$ cat src/rtl/tcl_pkg.sv
package tcl_pkg;

    localparam int INTEGRAL_FULL_SCALE = 2048;
    localparam int RECOVERY_TICKS      = 32;
    localparam int FIFO_DEPTH          = 2;
    localparam int FIFO_AW             = $clog2(FIFO_DEPTH);
    localparam int DIV_BITS            = 16;
    localparam int DIV_CW              = $clog2(DIV_BITS);

    typedef logic signed [7:0]  temp_t;
    typedef logic [13:0]        cur_t;
    typedef logic signed [11:0] tw_t;
    typedef logic signed [15:0] acc_t;
    typedef logic signed [16:0] quo_t;
    typedef logic signed [19:0] wide_t;
    typedef logic [10:0]        den_t;

    typedef enum logic [2:0] {
        REG_HOLD_TEMP     = 3'd0,
        REG_RELEASE_TEMP  = 3'd1,
        REG_SHUTDOWN_TEMP = 3'd2,
        REG_TURBO_OFF     = 3'd3,
        REG_HOLD_CURRENT  = 3'd4,
        REG_FOLD_CURRENT  = 3'd5,
        REG_MIN_CURRENT   = 3'd6,
        REG_INT_DIVISOR   = 3'd7
    } reg_idx_t;

    localparam logic FUNC_TICK = 1'b0;
    localparam logic FUNC_MODE = 1'b1;

    localparam temp_t      RST_HOLD_TEMP     = 8'sd50;
    localparam temp_t      RST_RELEASE_TEMP  = 8'sd45;
    localparam temp_t      RST_SHUTDOWN_TEMP = 8'sd75;
    localparam temp_t      RST_TURBO_OFF     = 8'sd65;
    localparam cur_t       RST_HOLD_CURRENT  = 14'd1500;
    localparam cur_t       RST_FOLD_CURRENT  = 14'd1000;
    localparam cur_t       RST_MIN_CURRENT   = 14'd100;
    localparam logic [9:0] RST_INT_DIVISOR   = 10'd64;

    localparam tw_t   OFS_LEAVE    = 12'sd10;
    localparam tw_t   OFS_HOLD     = 12'sd5;
    localparam tw_t   OFS_FOLD     = 12'sd13;
    localparam tw_t   OFS_INTEG    = 12'sd18;
    localparam tw_t   OFS_RELEASE  = 12'sd5;
    localparam tw_t   ERR_PF       = 12'sd2;
    localparam tw_t   ERR_SCALE    = 12'sd3;
    localparam tw_t   ERR_SWITCH   = 12'sd4;
    localparam tw_t   ERR_TRIM     = 12'sd1;
    localparam logic [8:0] ERR_BIAS = 9'd2;
    localparam wide_t TURBO_CUR    = 20'sd2850;
    localparam wide_t TURBO_GAIN   = 20'sd20;
    localparam wide_t MARGIN       = 20'sd200;
    localparam wide_t FOLD_MIN     = wide_t'(RECOVERY_TICKS * 8);
    localparam wide_t FULL_SCALE   = wide_t'(INTEGRAL_FULL_SCALE);
    localparam logic [7:0] LOCK_SHORT = 8'd24;
    localparam logic [7:0] LOCK_LONG  = 8'd60;

    // Reciprocals of 1000 and 1300 scaled by 2^24; exact for any 14-bit current.
    localparam logic [14:0] RECIP_TURBO  = 15'd16778;
    localparam logic [14:0] RECIP_NORMAL = 15'd12906;

    typedef struct packed {
        temp_t      hold_temp;
        temp_t      release_temp;
        temp_t      shutdown_temp;
        temp_t      turbo_off_temp;
        cur_t       hold_current;
        cur_t       foldback_current;
        cur_t       min_current;
        logic [9:0] integral_divisor;
    } cfg_t;

    typedef struct packed {
        logic  func;
        temp_t temperature;
        logic  sensor_ok;
        logic  output_enabled;
        logic  pause_calc;
        logic  needs_step_down;
        logic  is_turbo_mode;
        cur_t  target_current;
        cur_t  actual_current;
        cur_t  last_current;
        logic  display_idle;
    } item_t;

    typedef struct packed {
        cur_t current_limit;
        logic force_leave_turbo;
        logic disable_turbo;
        logic overheat_fault;
        logic sensor_fault;
        logic step_down_shown;
        logic limiter_active;
    } res_t;

    function automatic tw_t tx(temp_t x);
        return {{4{x[7]}}, x};
    endfunction

    function automatic wide_t tw2w(tw_t x);
        return {{8{x[11]}}, x};
    endfunction

    function automatic wide_t aw(acc_t x);
        return {{4{x[15]}}, x};
    endfunction

    function automatic wide_t uw(cur_t x);
        return {6'd0, x};
    endfunction

    function automatic wide_t qw(quo_t x);
        return {{3{x[16]}}, x};
    endfunction

    function automatic logic hyst(logic cur, tw_t t, tw_t hi, tw_t lo);
        logic r;
        if (t > hi)
        begin
            r = 1'b1;
        end
        else if (t < lo)
        begin
            r = 1'b0;
        end
        else
        begin
            r = cur;
        end
        return r;
    endfunction

endpackage

$ cat src/rtl/tcl_fifo.sv
module tcl_fifo (
    input  logic          clk,
    input  logic          rst_n,
    input  logic          push,
    input  tcl_pkg::item_t din,
    output logic          full,
    input  logic          pop,
    output tcl_pkg::item_t dout,
    output logic          empty
);
    import tcl_pkg::*;

    item_t                mem [FIFO_DEPTH];
    logic [FIFO_AW-1:0]   wr_ptr_reg;
    logic [FIFO_AW-1:0]   rd_ptr_reg;
    logic [FIFO_AW:0]     cnt_reg;
    logic                 do_push;
    logic                 do_pop;

    assign full    = (cnt_reg == (FIFO_AW+1)'(FIFO_DEPTH));
    assign empty   = (cnt_reg == '0);
    assign do_push = push && !full;
    assign do_pop  = pop && !empty;
    assign dout    = mem[rd_ptr_reg];

    always_ff @(posedge clk)
    begin
        if (do_push)
        begin
            mem[wr_ptr_reg] <= din;
        end
    end

    always_ff @(posedge clk or negedge rst_n)
    begin
        if (!rst_n)
        begin
            wr_ptr_reg <= '0;
            rd_ptr_reg <= '0;
            cnt_reg    <= '0;
        end
        else
        begin
            if (do_push)
            begin
                wr_ptr_reg <= wr_ptr_reg + 1'b1;
            end
            if (do_pop)
            begin
                rd_ptr_reg <= rd_ptr_reg + 1'b1;
            end
            if (do_push && !do_pop)
            begin
                cnt_reg <= cnt_reg + 1'b1;
            end
            else if (do_pop && !do_push)
            begin
                cnt_reg <= cnt_reg - 1'b1;
            end
        end
    end

endmodule

$ cat src/rtl/tcl_div.sv
module tcl_div (
    input  logic          clk,
    input  logic          rst_n,
    input  logic          start,
    input  tcl_pkg::acc_t num,
    input  tcl_pkg::den_t den,
    output logic          done,
    output tcl_pkg::quo_t quo
);
    import tcl_pkg::*;

    logic                busy_reg;
    logic                done_reg;
    logic [DIV_CW-1:0]   cnt_reg;
    logic                neg_reg;
    logic [DIV_BITS-1:0] mag_reg;
    den_t                rem_reg;
    den_t                den_reg;
    logic [11:0]         rem_sh;
    logic [11:0]         rem_diff;
    logic                ge;

    assign rem_sh   = {rem_reg, mag_reg[DIV_BITS-1]};
    assign rem_diff = rem_sh - {1'b0, den_reg};
    assign ge       = (rem_sh >= {1'b0, den_reg});
    assign done     = done_reg;
    assign quo      = neg_reg ? -$signed({1'b0, mag_reg}) : $signed({1'b0, mag_reg});

    always_ff @(posedge clk)
    begin
        if (start)
        begin
            neg_reg <= num[15];
            mag_reg <= num[15] ? (~num + 16'd1) : num;
            rem_reg <= '0;
            den_reg <= den;
        end
        else if (busy_reg)
        begin
            mag_reg <= {mag_reg[DIV_BITS-2:0], ge};
            rem_reg <= ge ? rem_diff[10:0] : rem_sh[10:0];
        end
    end

    always_ff @(posedge clk or negedge rst_n)
    begin
        if (!rst_n)
        begin
            busy_reg <= 1'b0;
            done_reg <= 1'b0;
            cnt_reg  <= '0;
        end
        else
        begin
            done_reg <= 1'b0;
            if (start)
            begin
                busy_reg <= 1'b1;
                cnt_reg  <= '0;
            end
            else if (busy_reg)
            begin
                cnt_reg <= cnt_reg + 1'b1;
                if (cnt_reg == DIV_CW'(DIV_BITS - 1))
                begin
                    busy_reg <= 1'b0;
                    done_reg <= 1'b1;
                end
            end
        end
    end

endmodule

$ cat src/rtl/tcl_core.sv
module tcl_core (
    input  logic           clk,
    input  logic           rst_n,
    input  tcl_pkg::cfg_t  cfg,
    input  tcl_pkg::item_t item_in,
    input  logic           item_empty,
    output logic           item_pop,
    output tcl_pkg::res_t  res,
    output logic           res_empty,
    input  logic           res_pop
);
    import tcl_pkg::*;

    typedef enum logic [11:0] {
        ST_IDLE      = 12'b000000000001,
        ST_FLAGS     = 12'b000000000010,
        ST_LOOP      = 12'b000000000100,
        ST_PF_WAIT   = 12'b000000001000,
        ST_PF_MUL1   = 12'b000000010000,
        ST_PF_MUL2   = 12'b000000100000,
        ST_FOLD_WAIT = 12'b000001000000,
        ST_FIX       = 12'b000010000000,
        ST_INTEG     = 12'b000100000000,
        ST_LIM       = 12'b001000000000,
        ST_LIM_WAIT  = 12'b010000000000,
        ST_OUT       = 12'b100000000000
    } state_t;

    state_t      state_reg, state_next;
    item_t       item_reg, item_next;
    acc_t        ia_reg, ia_next;
    acc_t        pr_reg, pr_next;
    logic [7:0]  lock_reg, lock_next;
    logic        nf_reg, nf_next;
    logic        sd_reg, sd_next;
    logic        lo_reg, lo_next;
    logic        sh_reg, sh_next;
    logic        lt_reg, lt_next;
    logic        tb_reg, tb_next;
    logic        up_reg, up_next;
    logic        fast_reg, fast_next;
    logic [13:0] pf_reg, pf_next;
    cur_t        limit_reg, limit_next;
    res_t        res_reg;
    logic        res_valid_reg;
    logic        res_load;

    logic        div_start;
    acc_t        div_num;
    den_t        div_den;
    logic        div_done;
    quo_t        div_quo;

    tw_t         t, hold, rel, shut, toff;
    tw_t         err_hot, err_cold;
    logic [8:0]  errh_u;
    cur_t        cst;
    logic        act_lt_cst;
    logic        sw;
    wide_t       ia_w, ia_mag, quo_w;
    logic        fold_need;
    logic        lo_calc;
    wide_t       mode_p;
    tw_t         d_raw, d_pos;
    logic        fast_ok;
    wide_t       d_step, ia_int;
    wide_t       r_sum, r_pos, r_lim, r_fin, head;
    wide_t       pr_hot, pr_trim, pr_fold;
    logic [22:0] pf_prod;
    logic [13:0] pf_scaled;
    logic [28:0] pf_recip;
    den_t        divisor;

    tcl_div u_div (
        .clk   (clk),
        .rst_n (rst_n),
        .start (div_start),
        .num   (div_num),
        .den   (div_den),
        .done  (div_done),
        .quo   (div_quo)
    );

    assign t        = tx(item_reg.temperature);
    assign hold     = tx(cfg.hold_temp);
    assign rel      = tx(cfg.release_temp);
    assign shut     = tx(cfg.shutdown_temp);
    assign toff     = tx(cfg.turbo_off_temp);
    assign err_hot  = t - hold;
    assign err_cold = hold - t;
    assign errh_u   = err_hot[8:0];
    assign divisor  = (cfg.integral_divisor == '0) ? 11'd1 : {1'b0, cfg.integral_divisor};

    assign cst        = nf_reg ? cfg.foldback_current : cfg.hold_current;
    assign act_lt_cst = item_reg.actual_current < cst;
    assign sw         = (err_cold > ERR_SWITCH)
                        || !(uw(item_reg.actual_current) > uw(cst) - MARGIN);

    assign ia_w      = aw(ia_reg);
    assign ia_mag    = ia_reg[15] ? -ia_w : ia_w;
    assign fold_need = ia_mag >= FOLD_MIN;
    assign quo_w     = qw(div_quo);

    assign lo_calc = !item_reg.needs_step_down ? 1'b0
                   : hyst(lo_reg, t, hold, rel) ? 1'b1
                   : ((pr_reg == '0) && ia_reg[15]) ? 1'b0 : lo_reg;
    assign mode_p  = uw(item_reg.target_current) - uw(item_reg.last_current);

    assign d_raw   = up_reg ? t - (shut - OFS_INTEG) : (rel + OFS_RELEASE) - t;
    assign d_pos   = d_raw[11] ? '0 : d_raw;
    assign fast_ok = fast_reg && (ia_mag < FULL_SCALE - tw2w(d_pos));
    assign d_step  = fast_ok ? (tw2w(d_pos) <<< 1) + 20'sd1 : 20'sd1;
    assign ia_int  = up_reg ? ia_w + d_step : ia_w - d_step;

    assign head    = uw(item_reg.target_current) - uw(cfg.min_current);
    assign r_sum   = aw(pr_reg) + quo_w;
    assign r_pos   = r_sum[19] ? '0 : r_sum;
    assign r_lim   = uw(item_reg.target_current) - r_pos;
    assign r_fin   = (r_lim < uw(cfg.min_current)) ? uw(cfg.min_current) : r_lim;

    assign pr_hot    = aw(pr_reg) + tw2w(err_hot) * TURBO_GAIN;
    assign pr_trim   = (err_cold > ERR_TRIM) ? aw(pr_reg) - tw2w(err_cold) : aw(pr_reg);
    assign pr_fold   = aw(pr_reg) + quo_w;
    assign pf_scaled = 14'(pf_reg[4:0] * (errh_u + ERR_BIAS));
    assign pf_prod   = 23'(pf_reg) * 23'(errh_u);
    assign pf_recip  = 29'(item_reg.actual_current)
                       * 29'(item_reg.is_turbo_mode ? RECIP_TURBO : RECIP_NORMAL);

    assign res_load  = (state_reg == ST_OUT) && (!res_valid_reg || res_pop);

    always_comb
    begin
        state_next = state_reg;
        item_next  = item_reg;
        ia_next    = ia_reg;
        pr_next    = pr_reg;
        lock_next  = lock_reg;
        nf_next    = nf_reg;
        sd_next    = sd_reg;
        lo_next    = lo_reg;
        sh_next    = sh_reg;
        lt_next    = lt_reg;
        tb_next    = tb_reg;
        up_next    = up_reg;
        fast_next  = fast_reg;
        pf_next    = pf_reg;
        limit_next = limit_reg;
        item_pop   = 1'b0;
        div_start  = 1'b0;
        div_num    = ia_reg;
        div_den    = divisor;
        case (state_reg)
            ST_IDLE:
            begin
                if (!item_empty)
                begin
                    item_pop   = 1'b1;
                    item_next  = item_in;
                    state_next = ST_FLAGS;
                end
            end
            ST_FLAGS:
            begin
                if (item_reg.func == FUNC_MODE)
                begin
                    if (!item_reg.needs_step_down || mode_p[19])
                    begin
                        pr_next = '0;
                    end
                    else
                    begin
                        pr_next = mode_p[15:0];
                    end
                    ia_next    = '0;
                    limit_next = '0;
                    state_next = ST_OUT;
                end
                else
                begin
                    if (item_reg.sensor_ok)
                    begin
                        lt_next = hyst(lt_reg, t, shut - OFS_LEAVE, toff - OFS_LEAVE);
                        tb_next = hyst(tb_reg, t, toff, toff - OFS_LEAVE);
                        sh_next = hyst(sh_reg, t, shut, hold - OFS_HOLD);
                        lo_next = lo_calc;
                    end
                    if (!(item_reg.sensor_ok ? lo_calc : lo_reg))
                    begin
                        nf_next    = 1'b0;
                        ia_next    = '0;
                        pr_next    = '0;
                        sd_next    = 1'b0;
                        state_next = ST_LIM;
                    end
                    else if (!item_reg.pause_calc && item_reg.output_enabled)
                    begin
                        state_next = ST_LOOP;
                    end
                    else
                    begin
                        state_next = ST_LIM;
                    end
                end
            end
            ST_LOOP:
            begin
                if (t > hold)
                begin
                    up_next   = 1'b1;
                    fast_next = act_lt_cst;
                    lock_next = LOCK_SHORT;
                    if (t > shut - OFS_FOLD)
                    begin
                        nf_next = 1'b1;
                    end
                    if (item_reg.is_turbo_mode && (uw(item_reg.actual_current) > TURBO_CUR))
                    begin
                        pr_next    = pr_hot[15:0];
                        state_next = ST_INTEG;
                    end
                    else if (err_hot > ERR_PF)
                    begin
                        lock_next = LOCK_LONG;
                        if (act_lt_cst)
                        begin
                            div_start  = fold_need;
                            state_next = fold_need ? ST_FOLD_WAIT : ST_FIX;
                        end
                        else
                        begin
                            state_next = ST_PF_WAIT;
                        end
                    end
                    else
                    begin
                        state_next = ST_INTEG;
                    end
                end
                else if (t < hold)
                begin
                    up_next    = 1'b0;
                    fast_next  = sw;
                    state_next = ST_FIX;
                    if (lock_reg != '0)
                    begin
                        lock_next = lock_reg - 8'd1;
                    end
                    else
                    begin
                        if (nf_reg && (item_reg.actual_current > cfg.hold_current))
                        begin
                            nf_next = 1'b0;
                        end
                        if (sw)
                        begin
                            div_start = fold_need;
                            if (fold_need)
                            begin
                                state_next = ST_FOLD_WAIT;
                            end
                        end
                        else
                        begin
                            pr_next = pr_trim[15:0];
                        end
                    end
                end
                else
                begin
                    state_next = ST_LIM;
                end
            end
            ST_PF_WAIT:
            begin
                pf_next    = 14'(pf_recip[28:24]) + 14'd1;
                state_next = ST_PF_MUL1;
            end
            ST_PF_MUL1:
            begin
                if (err_hot > ERR_SCALE)
                begin
                    pf_next = pf_scaled;
                end
                state_next = ST_PF_MUL2;
            end
            ST_PF_MUL2:
            begin
                pr_next    = pr_reg + pf_prod[15:0];
                state_next = ST_FIX;
            end
            ST_FOLD_WAIT:
            begin
                if (div_done)
                begin
                    pr_next    = pr_fold[15:0];
                    ia_next    = '0;
                    state_next = ST_FIX;
                end
            end
            ST_FIX:
            begin
                if (up_reg)
                begin
                    if (aw(pr_reg) > head)
                    begin
                        pr_next = head[15:0];
                    end
                end
                else if (pr_reg[15])
                begin
                    pr_next = '0;
                end
                state_next = ST_INTEG;
            end
            ST_INTEG:
            begin
                ia_next    = ia_int[15:0];
                state_next = ST_LIM;
            end
            ST_LIM:
            begin
                if (!lo_reg)
                begin
                    limit_next = item_reg.target_current;
                    sd_next    = 1'b0;
                    state_next = ST_OUT;
                end
                else
                begin
                    div_start  = 1'b1;
                    state_next = ST_LIM_WAIT;
                end
            end
            ST_LIM_WAIT:
            begin
                if (div_done)
                begin
                    if (r_lim < uw(cfg.min_current))
                    begin
                        pr_next = head[15:0];
                        ia_next = '0;
                    end
                    if (r_fin < uw(item_reg.target_current) - MARGIN)
                    begin
                        sd_next = 1'b1;
                    end
                    limit_next = r_fin[13:0];
                    state_next = ST_OUT;
                end
            end
            ST_OUT:
            begin
                if (res_load)
                begin
                    state_next = ST_IDLE;
                end
            end
            default:
            begin
                state_next = ST_IDLE;
            end
        endcase
    end

    always_ff @(posedge clk)
    begin
        item_reg  <= item_next;
        up_reg    <= up_next;
        fast_reg  <= fast_next;
        pf_reg    <= pf_next;
        limit_reg <= limit_next;
        if (res_load)
        begin
            res_reg.current_limit     <= limit_reg;
            res_reg.force_leave_turbo <= lt_reg;
            res_reg.disable_turbo     <= tb_reg;
            res_reg.overheat_fault    <= sh_reg;
            res_reg.sensor_fault      <= !item_reg.sensor_ok;
            res_reg.step_down_shown   <= sd_reg && item_reg.display_idle;
            res_reg.limiter_active    <= lo_reg;
        end
    end

    always_ff @(posedge clk or negedge rst_n)
    begin
        if (!rst_n)
        begin
            state_reg     <= ST_IDLE;
            ia_reg        <= '0;
            pr_reg        <= '0;
            lock_reg      <= '0;
            nf_reg        <= 1'b0;
            sd_reg        <= 1'b0;
            lo_reg        <= 1'b0;
            sh_reg        <= 1'b0;
            lt_reg        <= 1'b0;
            tb_reg        <= 1'b0;
            res_valid_reg <= 1'b0;
        end
        else
        begin
            state_reg <= state_next;
            ia_reg    <= ia_next;
            pr_reg    <= pr_next;
            lock_reg  <= lock_next;
            nf_reg    <= nf_next;
            sd_reg    <= sd_next;
            lo_reg    <= lo_next;
            sh_reg    <= sh_next;
            lt_reg    <= lt_next;
            tb_reg    <= tb_next;
            if (res_load)
            begin
                res_valid_reg <= 1'b1;
            end
            else if (res_pop && res_valid_reg)
            begin
                res_valid_reg <= 1'b0;
            end
        end
    end

    assign res       = res_reg;
    assign res_empty = !res_valid_reg;

endmodule

$ cat src/rtl/thermal_current_limiter.sv
// Thermal current limiter. Items are pushed with push while full is low and land in a
// two-beat input queue; results are taken with pop while empty is low, the oldest first.
// Each item gives exactly one result beat.
// A tick beat updates the hysteresis flags when the sensor is ok, runs one step of the
// PI loop when the limiter is engaged and the loop is enabled and not paused, and
// computes the limit; a mode-change beat rebases the proportional term and clears the
// integral. Folding the integral and computing the limit use the shared bit-serial
// divider, which serves at most two divisions per tick; the pf_reg factor comes from a
// reciprocal multiply of the actual current. One item is processed at a time: the core
// takes the next item from the queue only once the result of the last one is loaded.
// The configuration registers are written through cfg_we, cfg_addr and cfg_wdata and
// take effect at once; they should only be written while the block is idle.
// Reset clears the loop state, the flags and both queues and loads the default
// thresholds and currents; no result is pending afterwards.
// A stalled receiver holds the result register; the core finishes the next item and
// waits with it, the input queue takes up to two more beats, and then full stays high
// until results are popped again.
module thermal_current_limiter (
    input  logic               clk,
    input  logic               rst_n,
    input  logic               push,
    output logic               full,
    input  logic               pop,
    output logic               empty,
    input  logic               cfg_we,
    input  logic [2:0]         cfg_addr,
    input  logic [13:0]        cfg_wdata,
    input  logic               func,
    input  tcl_pkg::temp_t     temperature,
    input  logic               sensor_ok,
    input  logic               output_enabled,
    input  logic               pause_calc,
    input  logic               needs_step_down,
    input  logic               is_turbo_mode,
    input  tcl_pkg::cur_t      target_current,
    input  tcl_pkg::cur_t      actual_current,
    input  tcl_pkg::cur_t      last_current,
    input  logic               display_idle,
    output tcl_pkg::cur_t      current_limit,
    output logic               force_leave_turbo,
    output logic               disable_turbo,
    output logic               overheat_fault,
    output logic               sensor_fault,
    output logic               step_down_shown,
    output logic               limiter_active
);
    import tcl_pkg::*;

    cfg_t  cfg_reg;
    item_t in_item;
    item_t q_item;
    logic  q_empty;
    logic  q_pop;
    res_t  res;

    assign in_item = '{
        func:            func,
        temperature:     temperature,
        sensor_ok:       sensor_ok,
        output_enabled:  output_enabled,
        pause_calc:      pause_calc,
        needs_step_down: needs_step_down,
        is_turbo_mode:   is_turbo_mode,
        target_current:  target_current,
        actual_current:  actual_current,
        last_current:    last_current,
        display_idle:    display_idle
    };

    always_ff @(posedge clk or negedge rst_n)
    begin
        if (!rst_n)
        begin
            cfg_reg.hold_temp        <= RST_HOLD_TEMP;
            cfg_reg.release_temp     <= RST_RELEASE_TEMP;
            cfg_reg.shutdown_temp    <= RST_SHUTDOWN_TEMP;
            cfg_reg.turbo_off_temp   <= RST_TURBO_OFF;
            cfg_reg.hold_current     <= RST_HOLD_CURRENT;
            cfg_reg.foldback_current <= RST_FOLD_CURRENT;
            cfg_reg.min_current      <= RST_MIN_CURRENT;
            cfg_reg.integral_divisor <= RST_INT_DIVISOR;
        end
        else if (cfg_we)
        begin
            case (reg_idx_t'(cfg_addr))
                REG_HOLD_TEMP:     cfg_reg.hold_temp        <= cfg_wdata[7:0];
                REG_RELEASE_TEMP:  cfg_reg.release_temp     <= cfg_wdata[7:0];
                REG_SHUTDOWN_TEMP: cfg_reg.shutdown_temp    <= cfg_wdata[7:0];
                REG_TURBO_OFF:     cfg_reg.turbo_off_temp   <= cfg_wdata[7:0];
                REG_HOLD_CURRENT:  cfg_reg.hold_current     <= cfg_wdata;
                REG_FOLD_CURRENT:  cfg_reg.foldback_current <= cfg_wdata;
                REG_MIN_CURRENT:   cfg_reg.min_current      <= cfg_wdata;
                REG_INT_DIVISOR:   cfg_reg.integral_divisor <= cfg_wdata[9:0];
                default:           cfg_reg.hold_temp        <= cfg_reg.hold_temp;
            endcase
        end
    end

    tcl_fifo u_fifo (
        .clk   (clk),
        .rst_n (rst_n),
        .push  (push),
        .din   (in_item),
        .full  (full),
        .pop   (q_pop),
        .dout  (q_item),
        .empty (q_empty)
    );

    tcl_core u_core (
        .clk        (clk),
        .rst_n      (rst_n),
        .cfg        (cfg_reg),
        .item_in    (q_item),
        .item_empty (q_empty),
        .item_pop   (q_pop),
        .res        (res),
        .res_empty  (empty),
        .res_pop    (pop)
    );

    assign current_limit     = res.current_limit;
    assign force_leave_turbo = res.force_leave_turbo;
    assign disable_turbo     = res.disable_turbo;
    assign overheat_fault    = res.overheat_fault;
    assign sensor_fault      = res.sensor_fault;
    assign step_down_shown   = res.step_down_shown;
    assign limiter_active    = res.limiter_active;

endmodule

$ cat config.mk
export PLATFORM = sky130hd
export DESIGN_NAME = thermal_current_limiter
export DESIGN_NICKNAME = d
export VERILOG_FILES = /design/src/rtl/tcl_pkg.sv /design/src/rtl/tcl_fifo.sv /design/src/rtl/tcl_div.sv /design/src/rtl/tcl_core.sv /design/src/rtl/thermal_current_limiter.sv
export SDC_FILE = /design/constraint.sdc
export NUM_CORES = 2
export LEC_CHECK = 0
export ABC_CLOCK_PERIOD_IN_PS = 22200
export BUFFER_PORTS_ARGS = -buffer_cell sky130_fd_sc_hd__buf_2
export CAP_MARGIN = 20
export CORE_UTILIZATION = 35
export DETAILED_ROUTE_END_ITERATION = 12
export GPL_TIMING_DRIVEN = 0
export PLACE_DENSITY = 0.53
export REMOVE_ABC_BUFFERS = 1
export SLEW_MARGIN = 10
export SYNTH_ARGS = -nofsm -noshare
export SYNTH_HDL_FRONTEND = slang
export SYNTH_SLANG_ARGS = --single-unit
$ cat constraint.sdc
create_clock -name clk -period 22.2 [get_ports clk]
set_input_delay 0 -clock clk [delete_from_list [all_inputs] [get_ports clk]]
set_output_delay 0 -clock clk [all_outputs]
set_load 0.1 [all_outputs]
==> flow_summary.yaml <==
layout:
  n_antenna_cell: 0
  fillers: 10497
  largest_reg_flops: 114
  finalInstanceArea_um2: 42600
  area_growth_pct: 13.2
  multi_input_area_um2: 24400
  final_common_cell: "ha_1"
  regArea_um2: 11500
  final_cell_mix: "508 x ha_1, 392 x inv_1, 321 x nand2_1"
  layout-drive-gt1-share: 0.106
  nNetsFinal: 4750
sta:
  tightest_slew_ns: 1.06
  skew_ns: 0.0284
  finalSetupViolCount: 0
  period_minus_slack_ns: 10.35
  hold_viol: 0
  report.final.slew_viol_count: 0
  relSlewSlack: 0.285
  rsz0062_at_grt: "no"
  hold_slack_ns: 0.0796
  finalCritPeriodShare: 0.466
  tns_ns: 0
  fmax_ghz: 0.0966
  final.setup.worst_slack_ns: 11.85
cts:
  root_buffer: "clkbuf_16"
  cts_setup_buffers: 0
  h-tree-depth: 2
  cts_hold_buf: 91
  clock_sinks: 412
  max-clock-path-buffers: 3
  clk_latency_ns: 0.65
  cts_made_buffers: 50
  cts_resized: 0
  path_clk_slew_ns: 0.06
  cts_tree: "yes"
global_routing:
  grt_max_degree: 92
  gr-total-overflow: 0
  grt_pass1_vias: 28222
  grt_pass1_wl_mm: 161
  grt_use_total: 0.191
  antenna_found_initial: 1
floorplanning:
  dieHeight_um: 330
  die_area_um2: 109000
  start_util: 0.355
  core_area_um2: 106000
  ioPinCount: 101
  fp.dieW_um: 330
  fp-row-count: 119
route:
  ant_nets: 0
  via_per_inst: 5.15
  drtPass1Iterations: 7
  dr_total_vias: 27804
  drt-initial-drc-count: 1341
  wl_mm: 102
  wl_per_cell_um: 18.8
  drcViolationCount: 0
logic_synthesis:
  synth_xor_xnor_area_share: 0.0606
  synth_top_family_by_area: "adder cells"
  synthCells: 3796
  synth_top_area_frac: 0.198
  synthArstFlopShare: 0.371
  synth_compound_area_frac: 0.129
  avgSynthCellArea_um2: 9.93
  synth_fa_ha_area_frac: 0.273
  yosys.area_share.simple: 0.131
  ys_seq_area_frac: 0.306
  synth.distinct_cells: 91
  yosys-top-cells-area: "edfxtp_1 20%, ha_1 17%, fa_1 10%"
  synthMuxAreaShare: 0.0492
  synth_area_um2: 37700
  synth_area_leader_cell: "edfxtp_1"
  ys.flop_type: "edfxtp_1"
  ys_ff_latch: 412
  synth_edf_count: 248
  yosys_warnings: 0
worst_setup_path:
  critPathCaptureType: "flip-flop"
  start_kind: "flip-flop"
  crit_slowest_cell: "a22oi_1"
  critPathKind: "flip-flop to flip-flop"
  crit_top_cell: "ha_1"
  max_stage_delay_ns: 0.72
  required_ns: 22.71
  path_max_fanout: 17
  r2r_setup_slack_ns: 11.85
  worstPathArrival_ns: 10.86
pwr:
  leakage_nw: 18.7
  peakVddDrop_uv: 184
  pwr_density_cell_nw_per_um2: 107
place:
  hpwl_mm: 79.5
  placedInstanceArea_um2: 40000
  port_buffers: 100
  place_congestion: 0.934
  dp_slack_ns: 11.67
worst_hold_path:
  worstHoldPathType: "input port to flip-flop"
job:
  maxCapViolations: 0
outcome:
  status: "complete, no violations"
[final timing paths]
| check | start | endpoint | cells past startpoint |
|---|---|---|---|
| max | u_core.u_div.mag_reg[6] | u_core.sd_reg | 37 |
| min | actual_current[6] | u_fifo.mem[0][21] | 2 |
| max reg2reg | u_core.u_div.mag_reg[6] | u_core.sd_reg | 37 |
| min reg2reg | u_core.limit_reg[10] | u_core.res[16] | 0 |
| max in group asynchronous | rst_n | cfg_reg[40] | 4 |
| min in group asynchronous | rst_n | u_core.pr_reg[9] | 3 |
[through the flow]
stage	cells	total power [mW]	util
2_1_floorplan	3696	3.04	-
3_3_place_gp	5187	3.68	0.373
3_5_place_dp	5212	3.71	0.377
4_1_cts	5397	4.61	0.402
5_1_grt	5401	5.00	0.402
6_report	5401	4.58	0.402
[cell type report]
class                   instances  share of cell area
multi-input cells            2887               0.571
flip-flops and latches        412               0.271
repair buffers                220              0.0429
well taps                    1391              0.0408
inverters                     397              0.0350
clock buffers                  68              0.0319
clock inverters                26             0.00742
[report_power, final]
group	internal [mW]	total, mW	switching (mW)
Combinational	1.24	2.77	1.53
Sequential	0.919	0.963	0.0437
Clock	0.483	0.843	0.361
[cells in the mapped netlist (35+ instances only)]
cell and n:
a211oi_1 44, nand2b_1 45, nor2_1 211, ha_1 508
nand3_1 56, nor3_1 63, edfxtp_1 248, mux2_2 123
fa_1 195, xor2_1 75, and2_1 79, a21oi_1 177
o21a_1 35, clkbuf_1 81, nor2b_1 64, inv_1 392
xnor2_1 178, a21o_1 62, dfrtp_1 122, o21ai_0 212
nand2_1 321
[worst max-delay path: cells and delay by family (launching register included)]
family | cells | cell delay, ns
AO/OA/AOI/OAI | 16 | 3.70
XOR/XNOR | 2 | 0.36
adder cells (fa/ha/maj) | 6 | 2.23
buffers and inverters | 4 | 1.07
flip-flops | 1 | 0.46
multiplexers | 1 | 0.48
AND/OR/NAND/NOR | 8 | 1.90
[per-layer routing]
metal	GRT usage	share of wire
met1	0.260	0.47
met2	0.314	0.46
met3	0.0208	0.035
met4	0.0698	0.035
met5	0	0
[cell families after synthesis]
| group | after synthesis |
|---|---|
| AND/OR/NAND/NOR | 1005 |
| flip-flops | 412 |
| other | 2 |
| multiplexers | 164 |
| buffers and inverters | 503 |
| AO/OA/AOI/OAI | 750 |
| XOR/XNOR | 256 |
| adder cells (fa/ha/maj) | 704 |
No activity file was read; power rests on OpenSTA's default activity.
